File: config.mk
export PLATFORM = sky130hd
export DESIGN_NAME = base64_stream_decoder
export DESIGN_NICKNAME = d
export VERILOG_FILES = /design/src/hw/rtl/b64d_pkg.sv /design/src/hw/rtl/base64_stream_decoder.sv /design/src/hw/rtl/b64d_front.sv /design/src/hw/rtl/b64d_queue.sv /design/src/hw/rtl/b64d_back.sv
export VERILOG_INCLUDE_DIRS = /design/src /design/src/hw/rtl
export SDC_FILE = /design/constraint.sdc
export NUM_CORES = 1
export LEC_CHECK = 0
export ABC_AREA = 1
export BUFFER_PORTS_ARGS = -buffer_cell sky130_fd_sc_hd__buf_2
export CORE_ASPECT_RATIO = 0.9
export CORE_UTILIZATION = 30
export CTS_BUF_LIST = sky130_fd_sc_hd__clkbuf_8
export DETAILED_ROUTE_END_ITERATION = 8
export HOLD_SLACK_MARGIN = 0.05
export PLACE_DENSITY = 0.43
export SYNTH_ARGS = -nofsm -noshare
export SYNTH_HDL_FRONTEND = slang
export SYNTH_SLANG_ARGS = --single-unit
File: constraint.sdc
create_clock -name clk -period 7.5 [get_ports clk]
set_clock_uncertainty 0.1 [all_clocks]
set_input_delay 1.125 -clock clk [delete_from_list [all_inputs] [get_ports clk]]
set_output_delay 1.125 -clock clk [all_outputs]
set_load 0.05 [all_outputs]
File: src/hw/rtl/base64_stream_decoder_assert.svh
// Assertion macros for the base64 stream decoder.
// Used by the top level; expects signals clk and rst_n in scope.
`ifndef BASE64_STREAM_DECODER_ASSERT_SVH
`define BASE64_STREAM_DECODER_ASSERT_SVH
`ifndef SYNTHESIS
// Same-cycle implication, disabled during reset.
`define B64D_ASSERT_IMPL(label, ante, cons) \
    label: assert property (@(posedge clk) disable iff (!rst_n) (ante) |-> (cons)) \
        else $error("b64d assertion failed");
// Next-cycle implication, disabled during reset.
`define B64D_ASSERT_NEXT(label, ante, cons) \
    label: assert property (@(posedge clk) disable iff (!rst_n) (ante) |=> (cons)) \
        else $error("b64d assertion failed");
`else
`define B64D_ASSERT_IMPL(label, ante, cons)
`define B64D_ASSERT_NEXT(label, ante, cons)
`endif
`endif

File: src/hw/rtl/b64d_pkg.sv
// Types and constants shared by the base64 stream decoder modules.
// No dependencies.
package b64d_pkg;

    // Result status codes
    typedef enum logic [1:0] {
        ST_OK     = 2'd0,
        ST_LENGTH = 2'd1,
        ST_PAD    = 2'd2,
        ST_CHAR   = 2'd3
    } status_t;

    // Character codes
    localparam logic [7:0] CHAR_PAD     = 8'h3D;
    localparam logic [7:0] CHAR_UPPER_A = 8'h41;
    localparam logic [7:0] CHAR_UPPER_Z = 8'h5A;
    localparam logic [7:0] CHAR_LOWER_A = 8'h61;
    localparam logic [7:0] CHAR_LOWER_Z = 8'h7A;
    localparam logic [7:0] CHAR_DIGIT_0 = 8'h30;
    localparam logic [7:0] CHAR_DIGIT_9 = 8'h39;
    localparam logic [7:0] CHAR_PLUS    = 8'h2B;
    localparam logic [7:0] CHAR_SLASH   = 8'h2F;

    // Sextet offsets
    localparam logic [7:0] LOWER_BASE = 8'd26;
    localparam logic [7:0] DIGIT_BASE = 8'd52;
    localparam logic [5:0] SEXTET_PLUS  = 6'd62;
    localparam logic [5:0] SEXTET_SLASH = 6'd63;

    // Quartet positions
    localparam logic [1:0] POS_THIRD  = 2'd2;
    localparam logic [1:0] POS_FOURTH = 2'd3;

    // Byte counts of a decoded quartet
    localparam logic [1:0] CNT_ONE   = 2'd1;
    localparam logic [1:0] CNT_TWO   = 2'd2;
    localparam logic [1:0] CNT_THREE = 2'd3;

    // Input item
    typedef struct packed {
        logic [7:0] in_char;
        logic       in_final;
    } in_item_t;

    // Result item
    typedef struct packed {
        logic [7:0] out_byte;
        logic       byte_valid;
        status_t    status;
        logic       run_last;
    } out_item_t;

    // Work handed from front to back: bytes of one quartet or one error
    typedef struct packed {
        logic        is_err;
        status_t     status;
        logic [1:0]  count;
        logic [23:0] bytes;
    } job_t;

    // Queue write port
    typedef struct packed {
        logic valid;
        job_t job;
    } push_t;

    // Front status
    typedef struct packed {
        logic halted;
    } front_status_t;

    // Queue status seen by both sides
    typedef struct packed {
        logic full;
        logic nonempty;
    } queue_status_t;

endpackage

File: src/hw/rtl/base64_stream_decoder.sv
// Base64 stream decoder: top level joining front, job queue and back.
// Depends on b64d_pkg, b64d_front, b64d_queue, b64d_back and the assert header.
//
// Usage:
//   Input channel chr_valid/chr_ready/chr_data carries one character per
//   item, with in_final set on the last character of a text.
//   Output channel res_valid/res_ready/res_data carries result items: one to
//   three decoded bytes per complete quartet, or a single status item on an
//   error, each group ending with run_last set.
//   Throughput: one character per cycle while the queue has room, one result
//   per cycle while res_ready is high. A quartet gives at most three results
//   in four characters, so the back keeps up. A job's results are offered from
//   the back job register, loaded from the queue entry written at the
//   accepting edge. The job queue holds QUEUE_DEPTH jobs; chr_ready drops
//   only when it is full, which happens only while res_ready is held low.
//   After an error the block keeps accepting characters and drops them,
//   giving no results for them until reset.
//   Reset (rst_n low, asynchronous) clears the quartet, the halt flag, the
//   queue and any result in flight.
`include "base64_stream_decoder_assert.svh"

module base64_stream_decoder #(
    parameter int QUEUE_DEPTH = 4
) (
    input  logic                clk,
    input  logic                rst_n,
    input  logic                chr_valid,
    output logic                chr_ready,
    input  b64d_pkg::in_item_t  chr_data,
    output logic                res_valid,
    input  logic                res_ready,
    output b64d_pkg::out_item_t res_data
);
    import b64d_pkg::*;

    push_t         push;
    job_t          head;
    queue_status_t q_stat;
    front_status_t f_stat;
    logic          pop;

    // Character intake and classification
    b64d_front u_front (
        .clk       (clk),
        .rst_n     (rst_n),
        .chr_valid (chr_valid),
        .chr_ready (chr_ready),
        .chr_data  (chr_data),
        .q_stat    (q_stat),
        .push      (push),
        .stat      (f_stat)
    );

    // Job queue
    b64d_queue #(
        .DEPTH (QUEUE_DEPTH)
    ) u_queue (
        .clk   (clk),
        .rst_n (rst_n),
        .push  (push),
        .pop   (pop),
        .head  (head),
        .stat  (q_stat)
    );

    // Result output
    b64d_back u_back (
        .clk       (clk),
        .rst_n     (rst_n),
        .head      (head),
        .q_stat    (q_stat),
        .pop       (pop),
        .res_valid (res_valid),
        .res_ready (res_ready),
        .res_data  (res_data)
    );

    // Checks
    `B64D_ASSERT_IMPL(a_no_push_full, push.valid, !q_stat.full)
    `B64D_ASSERT_NEXT(a_err_halts, push.valid && push.job.is_err, f_stat.halted)
    `B64D_ASSERT_IMPL(a_halt_no_push, f_stat.halted, !push.valid)
    `B64D_ASSERT_IMPL(a_err_is_last, res_valid && !res_data.byte_valid, res_data.run_last)

endmodule

File: src/hw/rtl/b64d_front.sv
// Front of the base64 decoder: accepts characters, tracks the quartet and
// pushes byte or error jobs. Depends on b64d_pkg.
module b64d_front (
    input  logic                   clk,
    input  logic                   rst_n,
    input  logic                   chr_valid,
    output logic                   chr_ready,
    input  b64d_pkg::in_item_t     chr_data,
    input  b64d_pkg::queue_status_t q_stat,
    output b64d_pkg::push_t        push,
    output b64d_pkg::front_status_t stat
);
    import b64d_pkg::*;

    logic [1:0]  pos_reg, pos_next;
    logic [17:0] acc_reg, acc_next;
    logic        third_pad_reg, third_pad_next;
    status_t     perr_reg, perr_next;
    logic        halted_reg, halted_next;

    logic [7:0]  ch;
    logic        is_pad;
    logic        sx_ok;
    logic [5:0]  sx_val;
    logic        accept;
    push_t       push_w;

    // Take an item whenever the queue has room
    assign chr_ready = !q_stat.full;
    assign accept    = chr_valid && chr_ready;

    // Character classification
    always_comb
    begin
        ch     = chr_data.in_char;
        is_pad = (ch == CHAR_PAD);
        sx_ok  = 1'b1;
        sx_val = '0;
        if (ch >= CHAR_UPPER_A && ch <= CHAR_UPPER_Z)
        begin
            sx_val = 6'(ch - CHAR_UPPER_A);
        end
        else if (ch >= CHAR_LOWER_A && ch <= CHAR_LOWER_Z)
        begin
            sx_val = 6'(ch - CHAR_LOWER_A + LOWER_BASE);
        end
        else if (ch >= CHAR_DIGIT_0 && ch <= CHAR_DIGIT_9)
        begin
            sx_val = 6'(ch - CHAR_DIGIT_0 + DIGIT_BASE);
        end
        else if (ch == CHAR_PLUS)
        begin
            sx_val = SEXTET_PLUS;
        end
        else if (ch == CHAR_SLASH)
        begin
            sx_val = SEXTET_SLASH;
        end
        else
        begin
            sx_ok = 1'b0;
        end
    end

    // Quartet state update and job generation
    always_comb
    begin
        pos_next       = pos_reg;
        acc_next       = acc_reg;
        third_pad_next = third_pad_reg;
        perr_next      = perr_reg;
        halted_next    = halted_reg;
        push_w         = '0;
        if (accept && !halted_reg)
        begin
            if (pos_reg != POS_FOURTH)
            begin
                // first three characters: record errors, shift sextet in, push a length error on in_final
                if (is_pad && pos_reg != POS_THIRD)
                begin
                    perr_next = ST_PAD;
                end
                else if (!is_pad && !sx_ok && perr_reg == ST_OK)
                begin
                    perr_next = ST_CHAR;
                end
                if (is_pad && pos_reg == POS_THIRD)
                begin
                    third_pad_next = 1'b1;
                end
                acc_next = {acc_reg[11:0], sx_val};
                pos_next = pos_reg + 2'd1;
                if (chr_data.in_final)
                begin
                    push_w.valid      = 1'b1;
                    push_w.job.is_err = 1'b1;
                    push_w.job.status = ST_LENGTH;
                end
            end
            else
            begin
                // fourth character: settle errors or emit bytes
                push_w.valid     = 1'b1;
                push_w.job.bytes = {acc_reg, sx_val};
                if (perr_reg != ST_OK)
                begin
                    push_w.job.is_err = 1'b1;
                    push_w.job.status = perr_reg;
                end
                else if (!is_pad && !sx_ok)
                begin
                    push_w.job.is_err = 1'b1;
                    push_w.job.status = ST_CHAR;
                end
                else if (third_pad_reg && !is_pad)
                begin
                    push_w.job.is_err = 1'b1;
                    push_w.job.status = ST_PAD;
                end
                else if (third_pad_reg)
                begin
                    push_w.job.count = CNT_ONE;
                end
                else if (is_pad)
                begin
                    push_w.job.count = CNT_TWO;
                end
                else
                begin
                    push_w.job.count = CNT_THREE;
                end
            end
            // any job clears the quartet; an error also halts
            if (push_w.valid)
            begin
                pos_next       = '0;
                acc_next       = '0;
                third_pad_next = 1'b0;
                perr_next      = ST_OK;
                if (push_w.job.is_err)
                begin
                    halted_next = 1'b1;
                end
            end
        end
    end

    always_ff @(posedge clk or negedge rst_n)
    begin
        if (!rst_n)
        begin
            pos_reg       <= '0;
            acc_reg       <= '0;
            third_pad_reg <= 1'b0;
            perr_reg      <= ST_OK;
            halted_reg    <= 1'b0;
        end
        else
        begin
            pos_reg       <= pos_next;
            acc_reg       <= acc_next;
            third_pad_reg <= third_pad_next;
            perr_reg      <= perr_next;
            halted_reg    <= halted_next;
        end
    end

    assign push        = push_w;
    assign stat.halted = halted_reg;

endmodule

File: src/hw/rtl/b64d_queue.sv
// Short job queue between decoder front and back, in flip-flops.
// Depends on b64d_pkg.
module b64d_queue #(
    parameter int DEPTH = 4
) (
    input  logic                    clk,
    input  logic                    rst_n,
    input  b64d_pkg::push_t         push,
    input  logic                    pop,
    output b64d_pkg::job_t          head,
    output b64d_pkg::queue_status_t stat
);
    import b64d_pkg::*;

    localparam int PW = (DEPTH > 1) ? $clog2(DEPTH) : 1;
    localparam int CW = $clog2(DEPTH + 1);
    localparam logic [PW-1:0] PTR_LAST = PW'(DEPTH - 1);
    localparam logic [CW-1:0] CNT_FULL = CW'(DEPTH);

    job_t          mem [DEPTH];
    logic [PW-1:0] wr_ptr_reg, wr_ptr_next;
    logic [PW-1:0] rd_ptr_reg, rd_ptr_next;
    logic [CW-1:0] cnt_reg, cnt_next;
    logic          do_push, do_pop;

    assign do_push = push.valid;
    assign do_pop  = pop && (cnt_reg != '0);

    // Pointer and fill count update
    always_comb
    begin
        wr_ptr_next = wr_ptr_reg;
        rd_ptr_next = rd_ptr_reg;
        cnt_next    = cnt_reg;
        if (do_push)
        begin
            wr_ptr_next = (wr_ptr_reg == PTR_LAST) ? '0 : wr_ptr_reg + 1'b1;
        end
        if (do_pop)
        begin
            rd_ptr_next = (rd_ptr_reg == PTR_LAST) ? '0 : rd_ptr_reg + 1'b1;
        end
        if (do_push && !do_pop)
        begin
            cnt_next = cnt_reg + 1'b1;
        end
        else if (do_pop && !do_push)
        begin
            cnt_next = cnt_reg - 1'b1;
        end
    end

    always_ff @(posedge clk or negedge rst_n)
    begin
        if (!rst_n)
        begin
            wr_ptr_reg <= '0;
            rd_ptr_reg <= '0;
            cnt_reg    <= '0;
        end
        else
        begin
            wr_ptr_reg <= wr_ptr_next;
            rd_ptr_reg <= rd_ptr_next;
            cnt_reg    <= cnt_next;
        end
    end

    // Storage, no reset needed
    always_ff @(posedge clk)
    begin
        if (do_push)
        begin
            mem[wr_ptr_reg] <= push.job;
        end
    end

    assign head          = mem[rd_ptr_reg];
    assign stat.full     = (cnt_reg == CNT_FULL);
    assign stat.nonempty = (cnt_reg != '0);

endmodule

File: src/hw/rtl/b64d_back.sv
// Back of the base64 decoder: plays each job out as one to three result
// items. Depends on b64d_pkg.
module b64d_back (
    input  logic                    clk,
    input  logic                    rst_n,
    input  b64d_pkg::job_t          head,
    input  b64d_pkg::queue_status_t q_stat,
    output logic                    pop,
    output logic                    res_valid,
    input  logic                    res_ready,
    output b64d_pkg::out_item_t     res_data
);
    import b64d_pkg::*;

    job_t       job_reg;
    logic       busy_reg, busy_next;
    logic [1:0] idx_reg, idx_next;
    logic       last;
    logic       take;
    logic       done;

    // Current result from the held job
    always_comb
    begin
        res_data = '0;
        last     = 1'b1;
        if (job_reg.is_err)
        begin
            res_data.status = job_reg.status;
        end
        else
        begin
            last                = (idx_reg == job_reg.count - 2'd1);
            res_data.byte_valid = 1'b1;
            res_data.status     = ST_OK;
            case (idx_reg)
                2'd0:    res_data.out_byte = job_reg.bytes[23:16];
                2'd1:    res_data.out_byte = job_reg.bytes[15:8];
                default: res_data.out_byte = job_reg.bytes[7:0];
            endcase
        end
        res_data.run_last = last;
    end

    assign res_valid = busy_reg;
    assign take      = res_valid && res_ready;
    assign done      = take && last;
    assign pop       = q_stat.nonempty && (!busy_reg || done);

    // Sequencing over the results of a job
    always_comb
    begin
        busy_next = busy_reg;
        idx_next  = idx_reg;
        if (pop)
        begin
            busy_next = 1'b1;
            idx_next  = '0;
        end
        else if (done)
        begin
            busy_next = 1'b0;
            idx_next  = '0;
        end
        else if (take)
        begin
            idx_next = idx_reg + 2'd1;
        end
    end

    always_ff @(posedge clk or negedge rst_n)
    begin
        if (!rst_n)
        begin
            busy_reg <= 1'b0;
            idx_reg  <= '0;
        end
        else
        begin
            busy_reg <= busy_next;
            idx_reg  <= idx_next;
        end
    end

    // Job payload register
    always_ff @(posedge clk)
    begin
        if (pop)
        begin
            job_reg <= head;
        end
    end

endmodule
==> impl_metrics.env, run 1 <==
export IMPL_via_per_inst=4.67
export IMPL_yosys_area_share_simple_pct=13.7
export IMPL_synth_top_family_by_area="simple AND/OR/NAND/NOR gates"
export IMPL_use_met3_pct=3.10
export IMPL_die_area_um2=26800
export IMPL_design_area_um2=8770
export IMPL_dp_cells=1050
export IMPL_holdWs_ns=0.390
export IMPL_yosysTopAreaCellShare_pct=55.6
export IMPL_critPathKind="reg -> out"
export IMPL_drive_above_1_share_pct=13.0
export IMPL_grt_busiest_layer="met2"
export IMPL_ys_ff_latch=179
export IMPL_synthTopCellsByArea="edfxtp_1, dfrtp_1, nor2_1"
export IMPL_synth_area_um2=7830
export IMPL_synth_xor_xnor_area_share_pct=1.34
export IMPL_drtAntennaViolNets=0
export IMPL_start_util_pct=30.8
export IMPL_track_usage_pct=15.3
export IMPL_async_flop_share_pct=19.0
export IMPL_die_w_um=172
export IMPL_synth_adder_area_share_pct=3.45
export IMPL_insertion_delay_ns=0.46
export IMPL_synth_edf_count=145
export IMPL_hold_buffers=0
export IMPL_layout_worst_path_cycle_share_pct=47.7
export IMPL_antenna_found_initial=0
export IMPL_cp_arrival_ns=2.35
export IMPL_cts_tree="yes"
export IMPL_met2_usage_pct=24.1
export IMPL_post_cts_setup_buffers=0
export IMPL_period_minus_slack_ns=3.58
export IMPL_finalHoldViolations=0
export IMPL_synth_fp_nets=735
export IMPL_dp_hpwl_mm=11.7
export IMPL_vias=5048
export IMPL_portBuffers=26
export IMPL_cp_cell_sequence="inv_1 -> ha_1 -> nor2_1 -> nand2_1 -> a31oi_1 -> buf_2"
export IMPL_root_buffer="clkbuf_8"
export IMPL_r2r_end="u_queue.cnt_reg[2]"
export IMPL_nNetsFinal=761
export IMPL_cts_sinks=179
export IMPL_synth_warning_count=0
export IMPL_use_met1_pct=21.6
export IMPL_grt_pass1_wl_mm=30.0
export IMPL_drc_errors=0
export IMPL_synth_compound_area_share_pct=10.0
export IMPL_die_h_um=155
export IMPL_rsz0062_at_grt="false"
export IMPL_cpMaxStageDelayCell="nor2_1"
export IMPL_wire_per_inst_um=17.7
export IMPL_synth_seq_area_share_pct=66.5
export IMPL_fp_coreArea_um2=25400
export IMPL_grt_pass1_vias=5132
export IMPL_whs_endpoint="u_front.acc_reg[4]"
export IMPL_cts_buffer_depth=2
export IMPL_r2r_start="u_back.job_reg[28]"
export IMPL_fin_util_pct=34.5
export IMPL_reg2reg_slack_ns=4.93
export IMPL_drv_slew=0
export IMPL_synth_avg_cell_area_um2=11.2
export IMPL_vdd_drop_max_mv=0.105
export IMPL_synth_most_common_cell="edfxtp_1"
export IMPL_fmax_ghz=0.280
export IMPL_drtIter0Drc=317
export IMPL_crit_path_start_kind="flop"
export IMPL_dpl_cell_area_um2=8340
export IMPL_cp_max_fo=9
export IMPL_h_tree_depth=4
export IMPL_antenna_cells=0
export IMPL_slew_headroom_pct=30.8
export IMPL_cts_repair_resized=0
export IMPL_grt_max_degree=61
export IMPL_setup_tns_ns=0
export IMPL_ys_flop_type="edfxtp_1"
export IMPL_p_leak_nw=2.98
export IMPL_netlist_instances=701
export IMPL_critPathRequiredTime_ns=6.27
export IMPL_synth_mux_area_share_pct=0.144
export IMPL_synth_common_cells="edfxtp_1, nor2_1, nand2_1"
export IMPL_firstDrtPassIters=7
export IMPL_largest_reg_flops=116
export IMPL_min_path_type="reg -> reg"
export IMPL_place_congestion=0.767
export IMPL_cp_slowest_stage_delay_ns=0.48
export IMPL_io_pins=27
export IMPL_max_slew_worst_pin_slew_ns=1.04
export IMPL_overflow=0
export IMPL_worstHoldStart="u_front.acc_reg[4]"
export IMPL_status="completed"
export IMPL_power_per_cell_area_nw_per_um2=207
export IMPL_layout_cells_non_filler=1082
export IMPL_clk_pin_slew_ns=0.09
export IMPL_setup_violations=0
export IMPL_whs_path_depth=2
export IMPL_cts_buffers_inserted=17
export IMPL_area_growth_pct=12.0
export IMPL_maxCapViolCount=0
export IMPL_finalWirelength_mm=19.2
export IMPL_num_rows=55
export IMPL_synth_top_cell_by_area="edfxtp_1"
export IMPL_synth_distinct_cells=36
export IMPL_worstRegToRegCells=11
export IMPL_end_kind="output port"
## area by class of cell
| cell class | instances | area [um2] |
|---|---|---|
| clock inverter | 15 | 201 |
| timing repair buffer | 35 | 198 |
| fill | 2540 | 16600 |
| inverter | 66 | 248 |
| multi-input combinational | 428 | 2260 |
| sequential | 179 | 5200 |
| tap | 342 | 428 |
| clock buffer | 17 | 234 |
## metrics by stage
stage | power [mW] | setup WS [ns]
3_3_place_gp | 1.14 | 4.28
6_report | 1.81 | 3.92
3_5_place_dp | 1.13 | 4.23
2_1_floorplan | 1.12 | 4.10
4_1_cts | 1.84 | 3.92
5_1_grt | 1.88 | 3.74
## per-layer routing
metal / wire (um) / vias to the layer above
met5: 0 / -
met4: 185 / 0
met3: 640 / 15
met2: 8860 / 89
met1: 9500 / 2475
li1: - / 2469
## worst max-delay path, delay by kind of cell, from the launching register on
kind            cells  cell delay, ns
simple gates        2            0.58
fa+ha+maj           1            0.35
compound gates      1            0.21
buf+inv             2            0.40
flops               1            0.36
## worst max-delay path by stage
stage	endpoint	cells past startpoint	start
finish	res_data[5]	6	u_back.idx_reg[0]
global route	res_data[5]	6	u_back.idx_reg[0]
CTS	res_data[5]	6	u_back.idx_reg[0]
detailed placement	u_queue.mem[0][24]	12	chr_data[1]
global placement	u_queue.mem[3][24]	11	chr_data[4]
floorplan	u_queue.mem[0][0]	4	chr_valid
## cells in the final DEF (no fill, tap or decap), types with 2 or more instances in the layout
cell and count:
o211ai_1 2, xnor2_1 4, nand2_4 5, buf_2 26, inv_1 57, o21ai_1 2
ha_1 20, a21oi_1 11, clkbuf_8 17, nand3_1 18, nand3_2 2, nand2_2 2
nor2_2 8, a31oi_1 9, nand2_1 100, o22ai_1 41, clkinv_1 3, nor3_1 2
xor2_1 8, buf_4 9, nor2_4 2, inv_2 6, nor2_1 107, clkinv_8 4
inv_8 6, edfxtp_1 145, dfrtp_1 34, o21ai_0 77
## kinds of logic (layout without fill, tap and decap cells)
family | Yosys count | count (layout)
AOI/OAI and AO/OA | 143 | 143
xor gates and xnor gates | 12 | 12
adders and majority gates | 21 | 21
buffers and inverters | 94 | 133
DFF | 179 | 179
muxes | 1 | 1
and+or+nand+nor | 251 | 251
## where the power goes
group          leakage [nW]  internal (mW)          switching, mW  total, mW
logic                  1.44         0.0157                 0.0366     0.0523
registers              1.32           1.06  0.0000000000000000223       1.06
clock network         0.220          0.292                  0.411      0.702
total                  2.98           1.37                  0.447       1.81
Note: power is estimated with default switching activity, not from simulation.
==> inputs of run 2 (changes only) <==
==> constraint.sdc (replaced) <==
create_clock -name clk -period 3.6 [get_ports clk]
set_clock_uncertainty 0.1 [all_clocks]
set_input_delay 0.54 -clock clk [delete_from_list [all_inputs] [get_ports clk]]
set_output_delay 0.54 -clock clk [all_outputs]
set_load 0.05 [all_outputs]
==> run 2 against run 1 <==
Clock-buffer cell count is the same. Sequential power is 110% higher. Combinational power is 110% higher. Critical path depth unchanged. Highest routed layer unchanged. Register-to-register slack got worse by 3.8 ns. Die area did not move. Routed wire length up 0.67%. First-iteration DRC count rose by 8.2%. Sequential share of layout area increased by 0.20 points. Global-route usage grew 0.13 points. Total power is 110% higher.
==> impl_metrics.env, run 2 (synthesis gave the netlist of run 1 again) <==
export IMPL_nNetsFinal=761
export IMPL_period_minus_slack_ns=2.92
export IMPL_grt_pass1_wl_mm=30.0
export IMPL_wire_per_inst_um=17.8
export IMPL_fmax_ghz=0.342
export IMPL_antenna_cells=0
export IMPL_insertion_delay_ns=0.46
export IMPL_critPathKind="reg -> out"
export IMPL_setup_violations=0
export IMPL_portBuffers=26
export IMPL_layout_worst_path_cycle_share_pct=81.2
export IMPL_cts_repair_resized=0
export IMPL_layout_cells_non_filler=1082
export IMPL_drc_errors=0
export IMPL_r2r_start="u_queue.cnt_reg[0]"
export IMPL_final_common_cell="edfxtp_1"
export IMPL_setup_tns_ns=0
export IMPL_rsz0062_at_grt="false"
export IMPL_num_rows=55
export IMPL_die_h_um=155
export IMPL_root_buffer="clkbuf_8"
export IMPL_h_tree_depth=4
export IMPL_total_power_mw=3.73
export IMPL_cts_sinks=179
export IMPL_dp_cells=1050
export IMPL_hold_buffers=0
export IMPL_firstDrtPassIters=6
export IMPL_r2r_end="u_queue.mem[1][8]"
export IMPL_drive_above_1_share_pct=13.0
export IMPL_crit_path_start_kind="flop"
export IMPL_end_kind="output port"
export IMPL_area_growth_pct=11.6
export IMPL_grt_max_degree=61
export IMPL_min_path_type="in -> async"
export IMPL_finalWirelength_mm=19.3
export IMPL_worstRegToRegCells=7
export IMPL_drv_slew=0
export IMPL_seq_area_um2=5200
export IMPL_via_per_inst=4.64
export IMPL_slew_headroom_pct=42.7
export IMPL_antenna_found_initial=0
export IMPL_finalHoldViolations=0
export IMPL_vdd_drop_max_mv=0.225
export IMPL_largest_reg_flops=116
export IMPL_cts_buffers_inserted=17
export IMPL_reg2reg_slack_ns=1.14
export IMPL_clk_pin_slew_ns=0.10
export IMPL_cts_tree="yes"
export IMPL_drtAntennaViolNets=0
export IMPL_grt_pass1_vias=5097
export IMPL_io_pins=27
export IMPL_cts_buffer_depth=2
export IMPL_fillers=2514
export IMPL_fin_util_pct=34.4
export IMPL_overflow=0
export IMPL_vias=5017
export IMPL_power_per_cell_area_nw_per_um2=427
export IMPL_final_cell_mix="edfxtp_1, nor2_1, nand2_1"
export IMPL_dp_hpwl_mm=11.9
export IMPL_multi_input_area_um2=2260
export IMPL_die_area_um2=26800
export IMPL_die_w_um=172
export IMPL_place_congestion=0.802
export IMPL_cp_max_fo=9
export IMPL_fp_coreArea_um2=25400
export IMPL_cp_arrival_ns=2.28
export IMPL_status="completed"
export IMPL_drtIter0Drc=343
export IMPL_post_cts_setup_buffers=0
export IMPL_p_leak_nw=2.97
export IMPL_start_util_pct=30.8
export IMPL_critPathRequiredTime_ns=2.96
export IMPL_track_usage_pct=15.5
export IMPL_maxCapViolCount=0
export IMPL_max_slew_worst_pin_slew_ns=0.859
[run 2: cell count changes in the layout (fill, tap and decap cells not counted), sizes merged]
cell / change
clkinvlp: +3
bufinv: +1
clkinv: -3
inv: -1
[run 2: area by class of cell]
type / count / share of cell area (%)
flip-flops and latches: 179 / 59.5
repair buffers: 35 / 2.26
clock inverters: 15 / 1.96
inverters: 66 / 2.83
multi-input cells: 428 / 25.8
clock buffers: 17 / 2.68
well taps: 342 / 4.89
[run 2: power breakdown]
part	internal (mW)	switching (mW)
logic	0.0325	0.0759
registers	2.21	0.0000000000000000491
clock network	0.636	0.782
[run 2: how the worst max path moves through the flow]
stage                                  start                 end  slack [ns]  depth (start not counted)
after floorplan           u_queue.cnt_reg[0]   u_queue.mem[0][0]        0.37                          6
after global placement           chr_data[1]  u_queue.mem[3][24]        1.05                         12
after detailed placement         chr_data[1]  u_queue.mem[0][24]        1.01                         12
after CTS                  u_back.idx_reg[0]        res_data[11]        0.68                          6
after global routing       u_back.idx_reg[1]         res_data[4]        0.48                          6
final                      u_back.idx_reg[0]        res_data[11]        0.68                          6
[run 2: worst max-delay path: stages, from the launching register on]
cell,delay (ns)
dfrtp_1,0.36
inv_1,0.09
ha_1,0.35
nor2_1,0.42
nand2_1,0.10
a31oi_1,0.19
buf_2,0.30
[run 2: stage by stage]
stage                     setup WS, ns  instance area (um2)  hold slack (ns)
after global placement            1.05                 8340            0.372
after global routing             0.485                 8740            0.111
after floorplan                  0.369                 7830            0.144
after CTS                        0.681                 8740           0.0996
final                            0.677                 8740           0.0787
after detailed placement          1.01                 8340            0.371
[run 2: per-layer routing]
metal	GRT usage [%]	share of wire, %
met1	21.6	50
met2	24.5	46
met3	3.64	3.0
met4	2.91	0.63
met5	0	0
==> inputs of run 3 (changes only) <==
--- a/config.mk
+++ b/config.mk
@@ -6,14 +6,14 @@
 export SDC_FILE = /design/constraint.sdc
 export NUM_CORES = 1
 export LEC_CHECK = 0
-export ABC_AREA = 1
+export ABC_AREA = 0
 export BUFFER_PORTS_ARGS = -buffer_cell sky130_fd_sc_hd__buf_2
 export CORE_ASPECT_RATIO = 0.9
 export CORE_UTILIZATION = 30
 export CTS_BUF_LIST = sky130_fd_sc_hd__clkbuf_8
 export DETAILED_ROUTE_END_ITERATION = 8
 export HOLD_SLACK_MARGIN = 0.05
-export PLACE_DENSITY = 0.43
+export PLACE_DENSITY = 0.45
 export SYNTH_ARGS = -nofsm -noshare
 export SYNTH_HDL_FRONTEND = slang
 export SYNTH_SLANG_ARGS = --single-unit
==> constraint.sdc (replaced) <==
create_clock -name clk -period 2.45 [get_ports clk]
set_clock_uncertainty 0.1 [all_clocks]
set_input_delay 0.3675 -clock clk [delete_from_list [all_inputs] [get_ports clk]]
set_output_delay 0.3675 -clock clk [all_outputs]
set_load 0.05 [all_outputs]
==> run 3 against run 2 <==
Routed wire length down 15%. Via count is 14% lower. First-iteration DRC count shrank 34%. Setup slack got worse by 0.58 ns. Critical path type is now reg -> reg.
==> impl_metrics.env, run 3 <==
export IMPL_synth_seq_area_share_pct=68.5
export IMPL_clk_pin_slew_ns=0.09
export IMPL_vias=4329
export IMPL_cts_buffer_depth=2
export IMPL_power_per_cell_area_nw_per_um2=1010
export IMPL_slew_headroom_pct=61.2
export IMPL_num_rows=54
export IMPL_vdd_drop_max_mv=0.333
export IMPL_area_growth_pct=18.9
export IMPL_netlist_instances=502
export IMPL_finalWirelength_mm=16.5
export IMPL_final_cell_mix="edfxtp_1, nand2_1, buf_4"
export IMPL_yosysTopAreaCellShare_pct=57.3
export IMPL_synth_xor_xnor_area_share_pct=0.576
export IMPL_cts_tree="yes"
export IMPL_synthTopCellsByArea="edfxtp_1, dfrtp_1, mux4_2"
export IMPL_dp_hpwl_mm=10.5
export IMPL_synth_most_common_cell="edfxtp_1"
export IMPL_nNetsFinal=609
export IMPL_drv_slew=0
export IMPL_grt_pass1_vias=4487
export IMPL_rsz0062_at_grt="true"
export IMPL_ys_flop_type="edfxtp_1"
export IMPL_die_w_um=170
export IMPL_critPathRequiredTime_ns=2.70
export IMPL_finalHoldViolations=0
export IMPL_synth_fp_nets=536
export IMPL_synth_mux_area_share_pct=9.17
export IMPL_cp_arrival_ns=2.60
export IMPL_place_congestion=0.867
export IMPL_wire_per_inst_um=17.9
export IMPL_grt_pass1_wl_mm=26.0
export IMPL_start_util_pct=31.0
export IMPL_firstDrtPassIters=4
export IMPL_synth_area_um2=7600
export IMPL_end_kind="flop"
export IMPL_synth_adder_area_share_pct=3.56
export IMPL_dp_slack_ns=-0.126
export IMPL_layout_worst_path_cycle_share_pct=96.1
export IMPL_status="completed"
export IMPL_layout_cells_non_filler=923
export IMPL_drtAntennaViolNets=0
export IMPL_whs_path_depth=3
export IMPL_ys_ff_latch=179
export IMPL_min_path_type="in -> reg"
export IMPL_crit_path_start_kind="flop"
export IMPL_synth_distinct_cells=55
export IMPL_fmax_ghz=0.425
export IMPL_synth_top_cell_by_area="edfxtp_1"
export IMPL_track_usage_pct=13.5
export IMPL_io_pins=27
export IMPL_fin_util_pct=36.8
export IMPL_worstHoldStart="res_ready"
export IMPL_antenna_found_initial=0
export IMPL_period_minus_slack_ns=2.35
export IMPL_via_per_inst=4.69
export IMPL_antenna_cells=0
export IMPL_fillers=2371
export IMPL_grt_max_degree=41
export IMPL_dp_cells=888
export IMPL_cts_sinks=179
export IMPL_die_area_um2=26000
export IMPL_overflow=0
export IMPL_largest_reg_flops=116
export IMPL_whs_endpoint="u_back.idx_reg[0]"
export IMPL_portBuffers=26
export IMPL_r2r_end="u_queue.cnt_reg[1]"
export IMPL_max_slew_worst_pin_slew_ns=0.582
export IMPL_critPathKind="reg -> reg"
export IMPL_synth_avg_cell_area_um2=15.1
export IMPL_insertion_delay_ns=0.45
export IMPL_synth_edf_count=145
export IMPL_synth_compound_area_share_pct=5.84
export IMPL_p_leak_nw=3.27
export IMPL_finalWorstSetupSlack_ns=0.0961
export IMPL_cts_buffers_inserted=17
export IMPL_root_buffer="clkbuf_8"
export IMPL_cp_max_fo=4
export IMPL_die_h_um=153
export IMPL_maxCapViolCount=0
export IMPL_async_flop_share_pct=19.0
export IMPL_setup_violations=0
export IMPL_synth_top_family_by_area="simple AND/OR/NAND/NOR gates"
export IMPL_synth_warning_count=0
export IMPL_drtIter0Drc=227
export IMPL_h_tree_depth=4
export IMPL_fp_coreArea_um2=24500
export IMPL_worstRegToRegCells=10
export IMPL_yosys_area_share_simple_pct=10.3
export IMPL_final_common_cell="edfxtp_1"
export IMPL_r2r_start="u_back.idx_reg[1]"
export IMPL_drive_above_1_share_pct=29.0
export IMPL_drc_errors=0
export IMPL_reg2reg_slack_ns=0.1
export IMPL_synth_common_cells="edfxtp_1, nand2_1, dfrtp_1"
run 3: cell type report:
class                      count  area, um2  area share [%]
clock inverter                14        131            1.45
multi-input combinational    283       2360            26.1
tap                          336        420            4.65
inverter                      20       75.1           0.831
timing repair buffer          74        609            6.75
sequential                   179       5210            57.6
clock buffer                  17        234            2.59
run 3: metrics by stage:
stage,area [um2],power [mW],setup TNS [ns],hold slack (ns)
after floorplan,7680,6.25,-0.564,-0.0281
after global routing,9030,9.68,-0.00795,0.0626
after global placement,8540,7.14,-0.226,0.305
after CTS,8960,9.18,0,0.0705
after detailed placement,8540,7.21,-1.45,0.311
final,9030,9.15,0,0.0970
run 3: repair_timing:
item | in CTS | in global routing
gates cloned | 0 | 0
gates resized for setup | 12 | 17
hold endpoints to repair | 21 | 0
buffers inserted | 2 | 1
pin swaps | 0 | 8
hold buffers | 1 | 0
endpoints found under the setup margin | 8 | 17
run 3: per-layer routing:
metal | GRT usage [%] | wire length, um | up-vias
met2 | 22.3 | 8140 | 64
met3 | 2.95 | 462 | 10
met5 | 0 | 0 | -
met1 | 17.9 | 7740 | 2201
met4 | 3.52 | 142 | 0
li1 | - | - | 2054
run 3: how the worst max path moves through the flow:
stage                 startpoint            endpoint  slack [ns]  cells past startpoint
3_5_place_dp         chr_data[1]   u_queue.mem[3][5]       -0.13                      8
6_report       u_back.idx_reg[1]  u_queue.cnt_reg[1]         0.1                     10
2_1_floorplan  u_back.idx_reg[1]  u_queue.cnt_reg[1]       -0.36                     10
4_1_cts        u_back.idx_reg[1]         res_data[8]       0.006                      7
3_3_place_gp         chr_data[1]   u_queue.mem[0][5]       -0.03                      8
5_1_grt        u_back.idx_reg[1]  u_queue.cnt_reg[1]      -0.008                     10
run 3: critical path, stage by stage, from the launching register on:
cell and delay, ns:
dfrtp_1 0.44, xnor2_2 0.15, buf_4 0.14, o221ai_4 0.20
nand2_2 0.12, a21oi_4 0.19, inv_2 0.06, ha_4 0.16
inv_2 0.05, fa_1 0.38, mux2_2 0.27
run 3: cells by family after synthesis:
family / Yosys count
AO/OA/AOI/OAI: 67
XOR/XNOR: 5
adder cells (fa/ha/maj): 21
buffers and inverters: 40
flip-flops: 179
multiplexers: 33
AND/OR/NAND/NOR: 157
run 3: power by group:
group          internal [mW]  total [mW]  switching [mW]  leakage (nW)
sequential              3.91        4.19           0.280          1.72
combinational           1.25        3.08            1.83          1.39
clock                  0.807        1.88            1.07         0.169
total                   5.97        9.15            3.18          3.27
